[config.mk]
export PLATFORM = sky130hd
export DESIGN_NAME = pid_controller_step_unit
export DESIGN_NICKNAME = d
export VERILOG_FILES = /design/src/rtl/core/pid_pkg.sv /design/src/rtl/core/pid_controller_step_unit.sv /design/src/rtl/core/pid_mul.sv /design/src/rtl/core/pid_div.sv
export SDC_FILE = /design/constraint.sdc
export NUM_CORES = 2
export LEC_CHECK = 0
export ABC_CLOCK_PERIOD_IN_PS = 9300
export BUFFER_PORTS_ARGS = -buffer_cell sky130_fd_sc_hd__buf_2
export CORE_ASPECT_RATIO = 1.25
export CORE_MARGIN = 4
export CORE_UTILIZATION = 50
export CTS_CLUSTER_SIZE = 14
export DETAILED_ROUTE_END_ITERATION = 10
export GPL_TIMING_DRIVEN = 0
export PLACE_DENSITY = 0.66
export SYNTH_ARGS = -nofsm -noshare
export SYNTH_HDL_FRONTEND = slang
export SYNTH_SLANG_ARGS = --single-unit
[constraint.sdc]
create_clock -name aclk -period 9.3 [get_ports aclk]
set_clock_uncertainty 0.1 [all_clocks]
set_input_delay 1.86 -clock aclk [delete_from_list [all_inputs] [get_ports aclk]]
set_output_delay 1.86 -clock aclk [all_outputs]
set_load 0.01 [all_outputs]
[src/rtl/core/pid_pkg.sv]
// shared types, constants and saturation function of the pid step block
`default_nettype none

package pid_pkg;

    localparam int ERR_W   = 32;
    localparam int GAIN_W  = 24;
    localparam int DT_W    = 16;
    localparam int OUT_W   = 48;
    localparam int TERM_W  = 57;
    localparam int SUM_W   = 58;
    localparam int QUO_W   = 49;
    localparam int CNT_W   = 6;

    localparam logic [CNT_W-1:0] DIV_CNT_LAST = CNT_W'(QUO_W - 1);

    localparam logic [1:0] REG_GAIN_PROP  = 2'd0;
    localparam logic [1:0] REG_GAIN_INTEG = 2'd1;
    localparam logic [1:0] REG_GAIN_DERIV = 2'd2;
    localparam logic [1:0] REG_STEP_TIME  = 2'd3;

    localparam logic [DT_W-1:0] STEP_TIME_RST = 16'd655;

    localparam logic [OUT_W-1:0] OUT_MAX = {1'b0, {(OUT_W-1){1'b1}}};
    localparam logic [OUT_W-1:0] OUT_MIN = {1'b1, {(OUT_W-1){1'b0}}};
    localparam logic [SUM_W-1:0] SUM_MAX = {{(SUM_W-OUT_W+1){1'b0}}, {(OUT_W-1){1'b1}}};
    localparam logic [SUM_W-1:0] SUM_MIN = {{(SUM_W-OUT_W+1){1'b1}}, {(OUT_W-1){1'b0}}};

    // derivative magnitude limits for positive and negative results
    localparam logic [QUO_W-1:0] DERIV_LIM_POS = {2'b00, {(OUT_W-1){1'b1}}};
    localparam logic [QUO_W-1:0] DERIV_LIM_NEG = {2'b01, {(OUT_W-1){1'b0}}};

    typedef enum logic [2:0] {
        MUL_IDLE,
        MUL_LO,
        MUL_HI,
        MUL_ACC,
        MUL_RND,
        MUL_SGN
    } mul_state_t;

    typedef enum logic [3:0] {
        CTL_IDLE,
        CTL_DIFF,
        CTL_INC,
        CTL_INC_W,
        CTL_PROP,
        CTL_PROP_W,
        CTL_INTEG,
        CTL_INTEG_W,
        CTL_DIV_W,
        CTL_DERIV,
        CTL_DERIV_W,
        CTL_DONE
    } ctl_state_t;

    typedef struct packed {
        logic              start;
        logic              neg;
        logic [GAIN_W-1:0] a;
        logic [OUT_W-1:0]  b;
    } mul_req_t;

    typedef struct packed {
        logic              done;
        logic [TERM_W-1:0] term;
    } mul_rsp_t;

    typedef struct packed {
        logic             start;
        logic [QUO_W-1:0] dividend;
        logic [DT_W-1:0]  divisor;
    } div_req_t;

    typedef struct packed {
        logic             busy;
        logic [QUO_W-1:0] quotient;
    } div_rsp_t;

    function automatic logic [OUT_W-1:0] sat48(input logic [SUM_W-1:0] v);
        logic [OUT_W-1:0] r;
        if ($signed(v) > $signed(SUM_MAX)) begin
            r = OUT_MAX;
        end else if ($signed(v) < $signed(SUM_MIN)) begin
            r = OUT_MIN;
        end else begin
            r = v[OUT_W-1:0];
        end
        return r;
    endfunction

endpackage

`default_nettype wire

[src/rtl/core/pid_controller_step_unit.sv]
// pid step top level: register port, sequencer, state and output register
// ---------------------------------------------------------------------------
// usage
// - s_ channel: one word per control sample, error in signed q16.16
// - m_ channel: one word per sample, saturated drive value in signed q32.16
// - apb port: gains (signed q8.16) at 0x0, 0x4, 0x8, step time at 0xc;
//   write only while no sample is in flight
// - the time from acceptance of a sample to m_tvalid is set by the
//   49-step restoring divider for the derivative; the three products
//   ahead of it run on the shared multiplier while it works, and the
//   derivative product follows it
// - s_tready is high only while the sequencer is idle, so one sample is
//   worked on at a time
// - the result sits in an output register; the next sample is taken while
//   it waits, and the sequencer holds its finished result until the
//   output register is free when m_tready stays low
// - reset clears integral, previous error, gains, and sets the step time
//   to 655 (about 10 ms); m_tvalid drops at once
// ---------------------------------------------------------------------------
`default_nettype none

module pid_controller_step_unit (
    input  wire logic        aclk,
    input  wire logic        aresetn,
    input  wire logic        psel,
    input  wire logic        penable,
    input  wire logic        pwrite,
    input  wire logic [3:0]  paddr,
    input  wire logic [31:0] pwdata,
    output logic      [31:0] prdata,
    output logic             pready,
    input  wire logic        s_tvalid,
    output logic             s_tready,
    input  wire logic [31:0] s_tdata,   // error_sample[31:0]
    output logic             m_tvalid,
    input  wire logic        m_tready,
    output logic      [47:0] m_tdata    // drive_value[47:0]
);

    pid_pkg::ctl_state_t state_reg;
    pid_pkg::ctl_state_t state_next;

    logic [pid_pkg::GAIN_W-1:0] gain_prop_reg;
    logic [pid_pkg::GAIN_W-1:0] gain_integ_reg;
    logic [pid_pkg::GAIN_W-1:0] gain_deriv_reg;
    logic [pid_pkg::DT_W-1:0]   step_time_reg;

    logic [pid_pkg::ERR_W-1:0]  err_reg;
    logic [pid_pkg::ERR_W-1:0]  last_reg;
    logic [pid_pkg::ERR_W:0]    diff_reg;
    logic [pid_pkg::OUT_W-1:0]  integ_reg;
    logic [pid_pkg::SUM_W-1:0]  sum_reg;
    logic                       out_valid_reg;
    logic [pid_pkg::OUT_W-1:0]  out_data_reg;

    logic [pid_pkg::ERR_W-1:0]  err_mag;
    logic [pid_pkg::ERR_W:0]    diff_mag;
    logic [pid_pkg::OUT_W-1:0]  integ_mag;
    logic [pid_pkg::GAIN_W-1:0] kp_mag;
    logic [pid_pkg::GAIN_W-1:0] ki_mag;
    logic [pid_pkg::GAIN_W-1:0] kd_mag;
    logic [pid_pkg::QUO_W-1:0]  deriv_lim;
    logic [pid_pkg::OUT_W-1:0]  deriv_mag;
    logic [pid_pkg::SUM_W-1:0]  term_ext;
    logic [pid_pkg::SUM_W-1:0]  integ_ext;
    logic                       cfg_wr;
    logic                       out_free;

    pid_pkg::mul_req_t mul_req;
    pid_pkg::mul_rsp_t mul_rsp;
    pid_pkg::div_req_t div_req;
    pid_pkg::div_rsp_t div_rsp;

    pid_mul u_mul (
        .aclk    (aclk),
        .aresetn (aresetn),
        .req     (mul_req),
        .rsp     (mul_rsp)
    );

    pid_div u_div (
        .aclk    (aclk),
        .aresetn (aresetn),
        .req     (div_req),
        .rsp     (div_rsp)
    );

    // register port
    assign pready = 1'b1;
    assign cfg_wr = psel & penable & pwrite;

    always_ff @(posedge aclk) begin
        if (!aresetn) begin
            gain_prop_reg  <= '0;
            gain_integ_reg <= '0;
            gain_deriv_reg <= '0;
            step_time_reg  <= pid_pkg::STEP_TIME_RST;
        end else if (cfg_wr) begin
            unique case (paddr[3:2])
                pid_pkg::REG_GAIN_PROP:  gain_prop_reg  <= pwdata[pid_pkg::GAIN_W-1:0];
                pid_pkg::REG_GAIN_INTEG: gain_integ_reg <= pwdata[pid_pkg::GAIN_W-1:0];
                pid_pkg::REG_GAIN_DERIV: gain_deriv_reg <= pwdata[pid_pkg::GAIN_W-1:0];
                pid_pkg::REG_STEP_TIME:  step_time_reg  <= pwdata[pid_pkg::DT_W-1:0];
                default: begin
                end
            endcase
        end
    end

    always_comb begin
        unique case (paddr[3:2])
            pid_pkg::REG_GAIN_PROP:  prdata = {8'd0, gain_prop_reg};
            pid_pkg::REG_GAIN_INTEG: prdata = {8'd0, gain_integ_reg};
            pid_pkg::REG_GAIN_DERIV: prdata = {8'd0, gain_deriv_reg};
            pid_pkg::REG_STEP_TIME:  prdata = {16'd0, step_time_reg};
            default:                 prdata = '0;
        endcase
    end

    // operand magnitudes
    assign err_mag   = err_reg[pid_pkg::ERR_W-1] ? (32'd0 - err_reg) : err_reg;
    assign diff_mag  = diff_reg[pid_pkg::ERR_W] ? (33'd0 - diff_reg) : diff_reg;
    assign integ_mag = integ_reg[pid_pkg::OUT_W-1] ? (48'd0 - integ_reg) : integ_reg;
    assign kp_mag    = gain_prop_reg[pid_pkg::GAIN_W-1]  ? (24'd0 - gain_prop_reg)  : gain_prop_reg;
    assign ki_mag    = gain_integ_reg[pid_pkg::GAIN_W-1] ? (24'd0 - gain_integ_reg) : gain_integ_reg;
    assign kd_mag    = gain_deriv_reg[pid_pkg::GAIN_W-1] ? (24'd0 - gain_deriv_reg) : gain_deriv_reg;

    // derivative magnitude, saturated, zero for a zero step time
    assign deriv_lim = diff_reg[pid_pkg::ERR_W] ? pid_pkg::DERIV_LIM_NEG : pid_pkg::DERIV_LIM_POS;

    always_comb begin
        priority if (step_time_reg == '0) begin
            deriv_mag = '0;
        end else if (div_rsp.quotient > deriv_lim) begin
            deriv_mag = deriv_lim[pid_pkg::OUT_W-1:0];
        end else begin
            deriv_mag = div_rsp.quotient[pid_pkg::OUT_W-1:0];
        end
    end

    assign term_ext  = {mul_rsp.term[pid_pkg::TERM_W-1], mul_rsp.term};
    assign integ_ext = {{(pid_pkg::SUM_W-pid_pkg::OUT_W){integ_reg[pid_pkg::OUT_W-1]}}, integ_reg};
    assign out_free  = !out_valid_reg || m_tready;

    // sequencer
    always_ff @(posedge aclk) begin
        if (!aresetn) begin
            state_reg <= pid_pkg::CTL_IDLE;
        end else begin
            state_reg <= state_next;
        end
    end

    always_comb begin
        state_next       = state_reg;
        mul_req.start    = 1'b0;
        mul_req.neg      = 1'b0;
        mul_req.a        = '0;
        mul_req.b        = '0;
        div_req.start    = 1'b0;
        div_req.dividend = {diff_mag, 1'b0, step_time_reg[pid_pkg::DT_W-1:1]};
        div_req.divisor  = step_time_reg;
        unique case (state_reg)
            pid_pkg::CTL_IDLE: begin
                if (s_tvalid) state_next = pid_pkg::CTL_DIFF;
            end
            pid_pkg::CTL_DIFF: begin
                state_next = pid_pkg::CTL_INC;
            end
            pid_pkg::CTL_INC: begin
                mul_req.start = 1'b1;
                mul_req.neg   = err_reg[pid_pkg::ERR_W-1];
                mul_req.a     = {8'd0, step_time_reg};
                mul_req.b     = {16'd0, err_mag};
                div_req.start = 1'b1;
                state_next    = pid_pkg::CTL_INC_W;
            end
            pid_pkg::CTL_INC_W: begin
                if (mul_rsp.done) state_next = pid_pkg::CTL_PROP;
            end
            pid_pkg::CTL_PROP: begin
                mul_req.start = 1'b1;
                mul_req.neg   = gain_prop_reg[pid_pkg::GAIN_W-1] ^ err_reg[pid_pkg::ERR_W-1];
                mul_req.a     = kp_mag;
                mul_req.b     = {16'd0, err_mag};
                state_next    = pid_pkg::CTL_PROP_W;
            end
            pid_pkg::CTL_PROP_W: begin
                if (mul_rsp.done) state_next = pid_pkg::CTL_INTEG;
            end
            pid_pkg::CTL_INTEG: begin
                mul_req.start = 1'b1;
                mul_req.neg   = gain_integ_reg[pid_pkg::GAIN_W-1] ^ integ_reg[pid_pkg::OUT_W-1];
                mul_req.a     = ki_mag;
                mul_req.b     = integ_mag;
                state_next    = pid_pkg::CTL_INTEG_W;
            end
            pid_pkg::CTL_INTEG_W: begin
                if (mul_rsp.done) state_next = pid_pkg::CTL_DIV_W;
            end
            pid_pkg::CTL_DIV_W: begin
                if (!div_rsp.busy) state_next = pid_pkg::CTL_DERIV;
            end
            pid_pkg::CTL_DERIV: begin
                mul_req.start = 1'b1;
                mul_req.neg   = gain_deriv_reg[pid_pkg::GAIN_W-1] ^ diff_reg[pid_pkg::ERR_W];
                mul_req.a     = kd_mag;
                mul_req.b     = deriv_mag;
                state_next    = pid_pkg::CTL_DERIV_W;
            end
            pid_pkg::CTL_DERIV_W: begin
                if (mul_rsp.done) state_next = pid_pkg::CTL_DONE;
            end
            pid_pkg::CTL_DONE: begin
                if (out_free) state_next = pid_pkg::CTL_IDLE;
            end
            default: begin
                state_next = pid_pkg::CTL_IDLE;
            end
        endcase
    end

    assign s_tready = (state_reg == pid_pkg::CTL_IDLE);

    // controller state
    always_ff @(posedge aclk) begin
        if (!aresetn) begin
            last_reg  <= '0;
            integ_reg <= '0;
        end else begin
            if (state_reg == pid_pkg::CTL_DIFF) begin
                last_reg <= err_reg;
            end
            if (state_reg == pid_pkg::CTL_INC_W && mul_rsp.done) begin
                integ_reg <= pid_pkg::sat48(integ_ext + term_ext);
            end
        end
    end

    always_ff @(posedge aclk) begin
        if (state_reg == pid_pkg::CTL_IDLE && s_tvalid) begin
            err_reg <= s_tdata;
        end
        if (state_reg == pid_pkg::CTL_DIFF) begin
            diff_reg <= {err_reg[pid_pkg::ERR_W-1], err_reg}
                      - {last_reg[pid_pkg::ERR_W-1], last_reg};
        end
        if (state_reg == pid_pkg::CTL_INC) begin
            sum_reg <= '0;
        end else if (mul_rsp.done && (state_reg == pid_pkg::CTL_PROP_W
                                   || state_reg == pid_pkg::CTL_INTEG_W
                                   || state_reg == pid_pkg::CTL_DERIV_W)) begin
            sum_reg <= sum_reg + term_ext;
        end
        if (state_reg == pid_pkg::CTL_DONE && out_free) begin
            out_data_reg <= pid_pkg::sat48(sum_reg);
        end
    end

    // output register
    always_ff @(posedge aclk) begin
        if (!aresetn) begin
            out_valid_reg <= 1'b0;
        end else if (state_reg == pid_pkg::CTL_DONE && out_free) begin
            out_valid_reg <= 1'b1;
        end else if (m_tready) begin
            out_valid_reg <= 1'b0;
        end
    end

    assign m_tvalid = out_valid_reg;
    assign m_tdata  = out_data_reg;

endmodule

`default_nettype wire

[src/rtl/core/pid_mul.sv]
// shared multiply unit: 24x48 magnitude product in two passes, rounded and signed
`default_nettype none

module pid_mul (
    input  wire logic              aclk,
    input  wire logic              aresetn,
    input  wire pid_pkg::mul_req_t req,
    output pid_pkg::mul_rsp_t      rsp
);

    pid_pkg::mul_state_t state_reg;
    pid_pkg::mul_state_t state_next;

    logic [pid_pkg::GAIN_W-1:0] a_reg;
    logic [pid_pkg::OUT_W-1:0]  b_reg;
    logic                       neg_reg;
    logic [47:0]                pp_reg;
    logic [71:0]                acc_reg;
    logic [71:0]                acc_round;
    logic [55:0]                rnd_reg;
    logic [pid_pkg::TERM_W-1:0] term_reg;
    logic                       done_reg;
    logic [23:0]                b_half;

    always_ff @(posedge aclk) begin
        if (!aresetn) begin
            state_reg <= pid_pkg::MUL_IDLE;
            done_reg  <= 1'b0;
        end else begin
            state_reg <= state_next;
            done_reg  <= (state_reg == pid_pkg::MUL_SGN);
        end
    end

    always_comb begin
        state_next = state_reg;
        unique case (state_reg)
            pid_pkg::MUL_IDLE: if (req.start) state_next = pid_pkg::MUL_LO;
            pid_pkg::MUL_LO:   state_next = pid_pkg::MUL_HI;
            pid_pkg::MUL_HI:   state_next = pid_pkg::MUL_ACC;
            pid_pkg::MUL_ACC:  state_next = pid_pkg::MUL_RND;
            pid_pkg::MUL_RND:  state_next = pid_pkg::MUL_SGN;
            pid_pkg::MUL_SGN:  state_next = pid_pkg::MUL_IDLE;
            default:           state_next = pid_pkg::MUL_IDLE;
        endcase
    end

    // one 24x24 multiplier, low half of b first, then the high half
    assign b_half    = (state_reg == pid_pkg::MUL_LO) ? b_reg[23:0] : b_reg[47:24];
    assign acc_round = acc_reg + 72'h8000;

    always_ff @(posedge aclk) begin
        unique case (state_reg)
            pid_pkg::MUL_IDLE: begin
                if (req.start) begin
                    a_reg   <= req.a;
                    b_reg   <= req.b;
                    neg_reg <= req.neg;
                end
            end
            pid_pkg::MUL_LO: begin
                pp_reg <= a_reg * b_half;
            end
            pid_pkg::MUL_HI: begin
                pp_reg  <= a_reg * b_half;
                acc_reg <= {24'd0, pp_reg};
            end
            pid_pkg::MUL_ACC: begin
                acc_reg <= acc_reg + {pp_reg, 24'd0};
            end
            pid_pkg::MUL_RND: begin
                rnd_reg <= acc_round[71:16];
            end
            pid_pkg::MUL_SGN: begin
                term_reg <= neg_reg ? (57'd0 - {1'b0, rnd_reg}) : {1'b0, rnd_reg};
            end
            default: begin
            end
        endcase
    end

    assign rsp.done = done_reg;
    assign rsp.term = term_reg;

endmodule

`default_nettype wire

[src/rtl/core/pid_div.sv]
// restoring divider, one quotient bit per cycle, for the derivative term
`default_nettype none

module pid_div (
    input  wire logic              aclk,
    input  wire logic              aresetn,
    input  wire pid_pkg::div_req_t req,
    output pid_pkg::div_rsp_t      rsp
);

    logic                        busy_reg;
    logic [pid_pkg::CNT_W-1:0]   cnt_reg;
    logic [pid_pkg::DT_W-1:0]    divisor_reg;
    logic [pid_pkg::DT_W-1:0]    rem_reg;
    logic [pid_pkg::QUO_W-1:0]   quo_reg;
    logic [pid_pkg::DT_W:0]      trial;
    logic [pid_pkg::DT_W:0]      trial_sub;
    logic                        fits;

    assign trial     = {rem_reg, quo_reg[pid_pkg::QUO_W-1]};
    assign fits      = (trial >= {1'b0, divisor_reg});
    assign trial_sub = trial - {1'b0, divisor_reg};

    always_ff @(posedge aclk) begin
        if (!aresetn) begin
            busy_reg <= 1'b0;
            cnt_reg  <= '0;
        end else if (req.start) begin
            busy_reg <= 1'b1;
            cnt_reg  <= '0;
        end else if (busy_reg) begin
            if (cnt_reg == pid_pkg::DIV_CNT_LAST) begin
                busy_reg <= 1'b0;
            end
            cnt_reg <= cnt_reg + 1'b1;
        end
    end

    always_ff @(posedge aclk) begin
        if (req.start) begin
            divisor_reg <= req.divisor;
            rem_reg     <= '0;
            quo_reg     <= req.dividend;
        end else if (busy_reg) begin
            rem_reg <= fits ? trial_sub[pid_pkg::DT_W-1:0] : trial[pid_pkg::DT_W-1:0];
            quo_reg <= {quo_reg[pid_pkg::QUO_W-2:0], fits};
        end
    end

    assign rsp.busy     = busy_reg;
    assign rsp.quotient = quo_reg;

endmodule

`default_nettype wire

==> Word level (Yosys, flattened, before mapping) <==
Index checks and enable logic that the tools add are counted.
{ "op_classes": {"mul": 1, "reduce_logical": 23, "mux": 36, "n_eq_ne": 28, "bitwise": 6, "order_cmp": 6, "addsub": 14} }
{ "ops": {"columns": ["cell", "n"], "rows": [
  ["$mux 48", 7],
  ["$pmux 74 s4", 1],
  ["$pmux 72 s2", 1],
  ["$pmux 32 s4", 1],
  ["$gt 58x48->1 const B", 2],
  ["$lt 58x48->1 const B", 2],
  ["$mux 49", 2],
  ["$mux 24", 4],
  ["$add 72x16->72 const B", 1],
  ["$add 72x72->72", 1],
  ["$sub 1x24->24 const A", 3],
  ["$add 48x57->58", 1],
  ["$add 58x58->58", 1],
  ["$sub 1x56->57 const A", 1],
  ["$mux 56", 1],
  ["$gt 49x48->1", 1],
  ["$mul 24x24->48", 1],
  ["$pmux 4 s12", 1],
  ["$sub 1x48->48 const A", 1],
  ["$mux 33", 1],
  ["$sub 1x33->33 const A", 1],
  ["$sub 32x32->33", 1],
  ["$mux 32", 1],
  ["$sub 1x32->32 const A", 1],
  ["34 further kinds", 76]
]} }
{ "totals": {"regBits": 742, "output_inout_bits": 83, "wordCells": 142, "inputBits": 75} }

==> Depth between registers and ports, before layout <==
{ "logic_depth": {"depth_word": 7, "depth_mapped": 34, "depth_no_buf": 31} }

==> Cells and area by module <==
Synthesis repeated with hierarchy kept, for this count alone.
{ "hier_totals": {"cells_unflattened": 6938, "hier_area_um2": 64747.1} }
{ "by_module_without_submodules": {"columns": ["mod", "n_inst", "seq_area_each_um2", "area_each_um2", "cells_per_inst"], "rows": [
  ["pid_mul", 1, 8818.5, 33754.9, 3385],
  ["pid_controller_step_unit", 1, 8017.7, 26396.6, 3157],
  ["pid_div", 1, 2412.3, 4595.7, 396]
]} }

==> Worst setup path after synthesis <==
OpenSTA, ideal clock, no wires.
{ "synth_timing": {"path_kind": "register to register", "startpoint": "reg state_reg[1]", "endpoint": "reg u_mul.a_reg[0] (netlist bit) (enable)", "stages_incl_launch_ff": 8, "setup_ns": 0.684, "setup_slack_ns": 0.468, "path_buffers": 2, "arrival_ns": 8.048, "required_time_ns": 8.516, "period_less_slack_ns": 8.832, "path_cell_list": "dfxtp_1 clkbuf_1 nor2b_1 nand2_1 clkbuf_1 nand2_1 nor3_1 nor4_1"} }
{ "synth_via": {"elab_chain_len": 3, "word_cells_on_any_way": 6, "cone_classes": "eq/ne (4); mux (1); reduce/logical (1)"} }
{ "synth_rtl": {"columns": ["item", "line", "rtl"], "rows": [
  ["from (decl)", "pid_controller_step_unit.sv:40", "pid_pkg::ctl_state_t state_reg;"],
  ["from (signal assigned)", "pid_controller_step_unit.sv:148", "state_reg <= pid_pkg::CTL_IDLE;"],
  ["from (signal assigned)", "pid_controller_step_unit.sv:150", "state_reg <= state_next;"],
  ["$eq 4x4->1, or another cell as far along", "pid_controller_step_unit.sv:163", "unique case (state_reg)"],
  ["$pmux 74 s4 *", "pid_controller_step_unit.sv:163", null],
  ["$reduce_and 2->1 (no source line) *", null, null],
  ["to (signal assigned)", "pid_mul.sv:56", "a_reg <= req.a;"],
  ["to (decl)", "pid_mul.sv:14", "logic [pid_pkg::GAIN_W-1:0] a_reg;"]
]} }
Every way passes the cells marked *; elsewhere a longest branch is shown, timed or not.
A chain may end at the register's enable or synchronous reset.

==> Worst setup path in the final report <==
{ "layout_timing": {"startpoint": "reg u_mul.state_reg[1]", "endpoint": "reg u_mul.pp_reg[47] (data pin)"} }
{ "layout_via": {"elab_chain_len": 3} }
{ "layout_rtl": {"columns": ["item", "line", "rtl"], "rows": [
  ["from (decl)", "pid_mul.sv:11", "pid_pkg::mul_state_t state_reg;"],
  ["from (signal assigned)", "pid_mul.sv:27", "state_reg <= pid_pkg::MUL_IDLE;"],
  ["from (signal assigned)", "pid_mul.sv:30", "state_reg <= state_next;"],
  ["$eq 3x1->1", "pid_mul.sv:49, pid_mul.sv:53", null],
  ["$mux 24", "pid_mul.sv:49", "assign b_half = (state_reg == pid_pkg::MUL_LO) ? b_reg[23:0] : b_reg[47:24];"],
  ["$mul 24x24->48", "pid_mul.sv:62, pid_mul.sv:65", null],
  ["to (signal assigned)", "pid_mul.sv:62", "pp_reg <= a_reg * b_half;"],
  ["to (signal assigned)", "pid_mul.sv:65", "pp_reg <= a_reg * b_half;"],
  ["to (decl)", "pid_mul.sv:17", "logic [47:0] pp_reg;"]
]} }
Every way passes these cells.

==> metrics.txt <==
worst-path maximum fanout=10; maximum number of pins on one net before global-route repair=roughly 50; worst setup timing slack at the placement stage=-1370 ps; Inserted Clock Buffers=80; Final Cycle Share=97.2%; area growth from synthesis to final layout=9.41%; # clock sinks=approximately 730; Mapped Cells=6874; initial DRC count=4021; clk root buf=sky130_fd_sc_hd__clkbuf_16; endpoints failing hold=0; CTS H-tree lvls=3; core outline area=127000 um^2; Worst path max stage delay=630 ps; register bit count reported by yosys=727; first-pass iteration count of the detailed router=6; number of buffers between clock root and the deepest sink=3; clock latency on the worst-skew pair=between 600 and 700 ps; number of antenna violations at the first check in global routing=7; count of vias placed by the detailed router=51600; nets=8123; standard-cell row count=146; global-route wire length before repair=298000 um; post-CTS clock slew at the launch and capture registers of the worst setup and hold paths=around 60 ps; pins over their slew limit=0; number of instances on the worst hold path=2; I/O Pins=between 150 and 200; initial core utilization=about half; kind of end point of the critical path=flop; number of global-route vias before repair=51400; Crit Path Class=flop to flop; Final setup viols=0; Max Clock Freq=111 MHz; post-route ant nets=0; global-route congestion overflow total=0; DIE HEIGHT=a little over 400 um; Netlist cell types=83; number of instances in the placed design=around 8700; dpl hpwl=159000 um; kind of start point of the critical path=flop; ys flop type=sky130_fd_sc_hd__edfxtp_1; number of flops mapped to enable cells by yosys=approximately 470; shortest clock period the worst path allows after layout=around 9000 ps; horizontal die dimension=327 um; number of max-cap violations=0; most frequent cell on the critical path=sky130_fd_sc_hd__fa_1; GRT Total Usage=28.8%; count of buffers from port buffering=137; CP arrival=9340 ps; mean cell area of the mapped netlist=a little over 9 um^2; sequential share of the synthesized area=30.2%; share of flip-flops with an asynchronous set or reset=0%; Crit path required time=approximately 9600 ps; clock tree from TritonCTS=yes; number of flip-flops under the largest register name=58; weighted congestion at the end of routability-driven global placement=slightly below 1; DRC Markers=0; warnings from Yosys=0; type of the most critical hold path=flop to flop; number of standard cells in the final layout excluding fillers=~8900; share of cells above drive strength 1=5.98%; total detailed-routing wirelength=slightly below 200000 um; slowest cell on the critical path=sky130_fd_sc_hd__fa_2; status=complete, no violations; Final Worst Setup Slack=258 ps; detail-routed net length per standard cell=about 22 um; max-slew headroom at the worst pin=between 4 and 5%; average via count per standard cell=5.80; actual transition at the worst max-transition pin=1410 ps; post-synthesis cell area=63700 um^2; overall die area=133000 um^2; Worst Reg-to-Reg Cells=30
==> through the flow <==
stage	hold slack [ps]	setup TNS (ps)	utilization [%]	area (um^2)
6_report	363	0	55.1	69700
5_1_grt	384	-39.0	55.1	69700
4_1_cts	365	0	55.0	69600
3_5_place_dp	358	-14330	52.8	66900
3_3_place_gp	351	-214690	52.6	66600
2_1_floorplan	343	0	-	63800
==> layout make-up <==
type	instances	area [um^2]
Fill cell	11500	56900
Multi-Input combinational cell	5117	40800
Sequential cell	727	19200
Inverter	704	2640
Clock buffer	119	2350
Tap cell	1702	2130
Buffer	330	1330
Timing Repair Buffer	160	953
Clock inverter	31	318
Antenna cell	2	5.00
==> cells in the mapped netlist (all sizes together), types with 43 or more instances <==
| cell type | count | area (um^2) |
|---|---|---|
| and3 | 46 | 288 |
| xor2 | 220 | 1930 |
| a21boi | 128 | 961 |
| o22ai | 43 | 269 |
| nor3 | 52 | 272 |
| a21o | 198 | 1490 |
| nor2 | 242 | 908 |
| or4 | 48 | 387 |
| a211o | 43 | 377 |
| fa | 487 | 9750 |
| nand3 | 131 | 656 |
| ha | 441 | 5520 |
| xnor2 | 277 | 2430 |
| o31ai | 83 | 623 |
| nand2 | 962 | 3610 |
| and2 | 257 | 1610 |
| nand4 | 62 | 388 |
| nor2b | 115 | 719 |
| a21oi | 368 | 1840 |
| edfxtp | 468 | 14100 |
| dfxtp | 259 | 5180 |
| inv | 703 | 2640 |
| a211oi | 43 | 323 |
| nand2b | 45 | 282 |
| clkbuf | 310 | 1160 |
| o21ai | 326 | 1630 |
==> metal layers <==
layer	wire length (um)	up-vias	share of wire, %	global-route usage [%]
met1	77700	25200	40	36.2
li1	-	24100	-	-
met2	92700	1797	48	48.8
met5	0	-	0	0
met3	11800	512	6.1	3.56
met4	12300	0	6.3	15.2
==> logic make-up after synthesis <==
| family | synth area share (%) |
|---|---|
| compound gates | 15.4 |
| xor+xnor | 6.83 |
| fa+ha+maj | 24.0 |
| buf+inv | 6.16 |
| flops | 30.2 |
| mux | 1.52 |
| other cells | 0.0118 |
| simple gates | 15.9 |
==> worst paths after layout <==
check,end,from,slack [ps]
hold reg to reg,last_reg[5],last_reg[5],360
setup / recovery,u_mul.pp_reg[47],u_mul.state_reg[1],260
hold / removal,last_reg[5],last_reg[5],360
setup reg to reg,u_mul.pp_reg[47],u_mul.state_reg[1],260
==> timing repair <==
action                     in CTS  in global routing
gates resized for setup        41                 30
setup endpoints to repair      22                 10
hold buffers                    0                  0
pin swaps                       0                  4
cloned                          0                  0
setup buffers                   0                  1
==> placed cells by master, fill, tap and decap left out, types with 128 or more instances in the layout <==
| cell type | count |
|---|---|
| sky130_fd_sc_hd__a21boi_0 | 128 |
| sky130_fd_sc_hd__a21o_1 | 198 |
| sky130_fd_sc_hd__a21oi_1 | 368 |
| sky130_fd_sc_hd__and2_1 | 253 |
| sky130_fd_sc_hd__buf_2 | 145 |
| sky130_fd_sc_hd__clkbuf_1 | 307 |
| sky130_fd_sc_hd__dfxtp_1 | 256 |
| sky130_fd_sc_hd__edfxtp_1 | 468 |
| sky130_fd_sc_hd__fa_1 | 486 |
| sky130_fd_sc_hd__ha_1 | 440 |
| sky130_fd_sc_hd__inv_1 | 703 |
| sky130_fd_sc_hd__nand2_1 | 962 |
| sky130_fd_sc_hd__nand3_1 | 131 |
| sky130_fd_sc_hd__nor2_1 | 242 |
| sky130_fd_sc_hd__o21ai_0 | 323 |
| sky130_fd_sc_hd__xnor2_1 | 277 |
| sky130_fd_sc_hd__xor2_1 | 220 |
==> worst max-delay path: cells and delay by family, from the launching register on <==
kind / cells / cell delay, ps
adder cells (fa/ha/maj): 8 / 4100
AO/OA/AOI/OAI: 9 / 1860
AND/OR/NAND/NOR: 5 / 960
flip-flops: 1 / 370
buffers and inverters: 6 / 660
multiplexers: 2 / 670
Power is left out: the tool's default activity adds up to more than one toggle a clock period on the data nets, which glitch-free logic cannot reach.
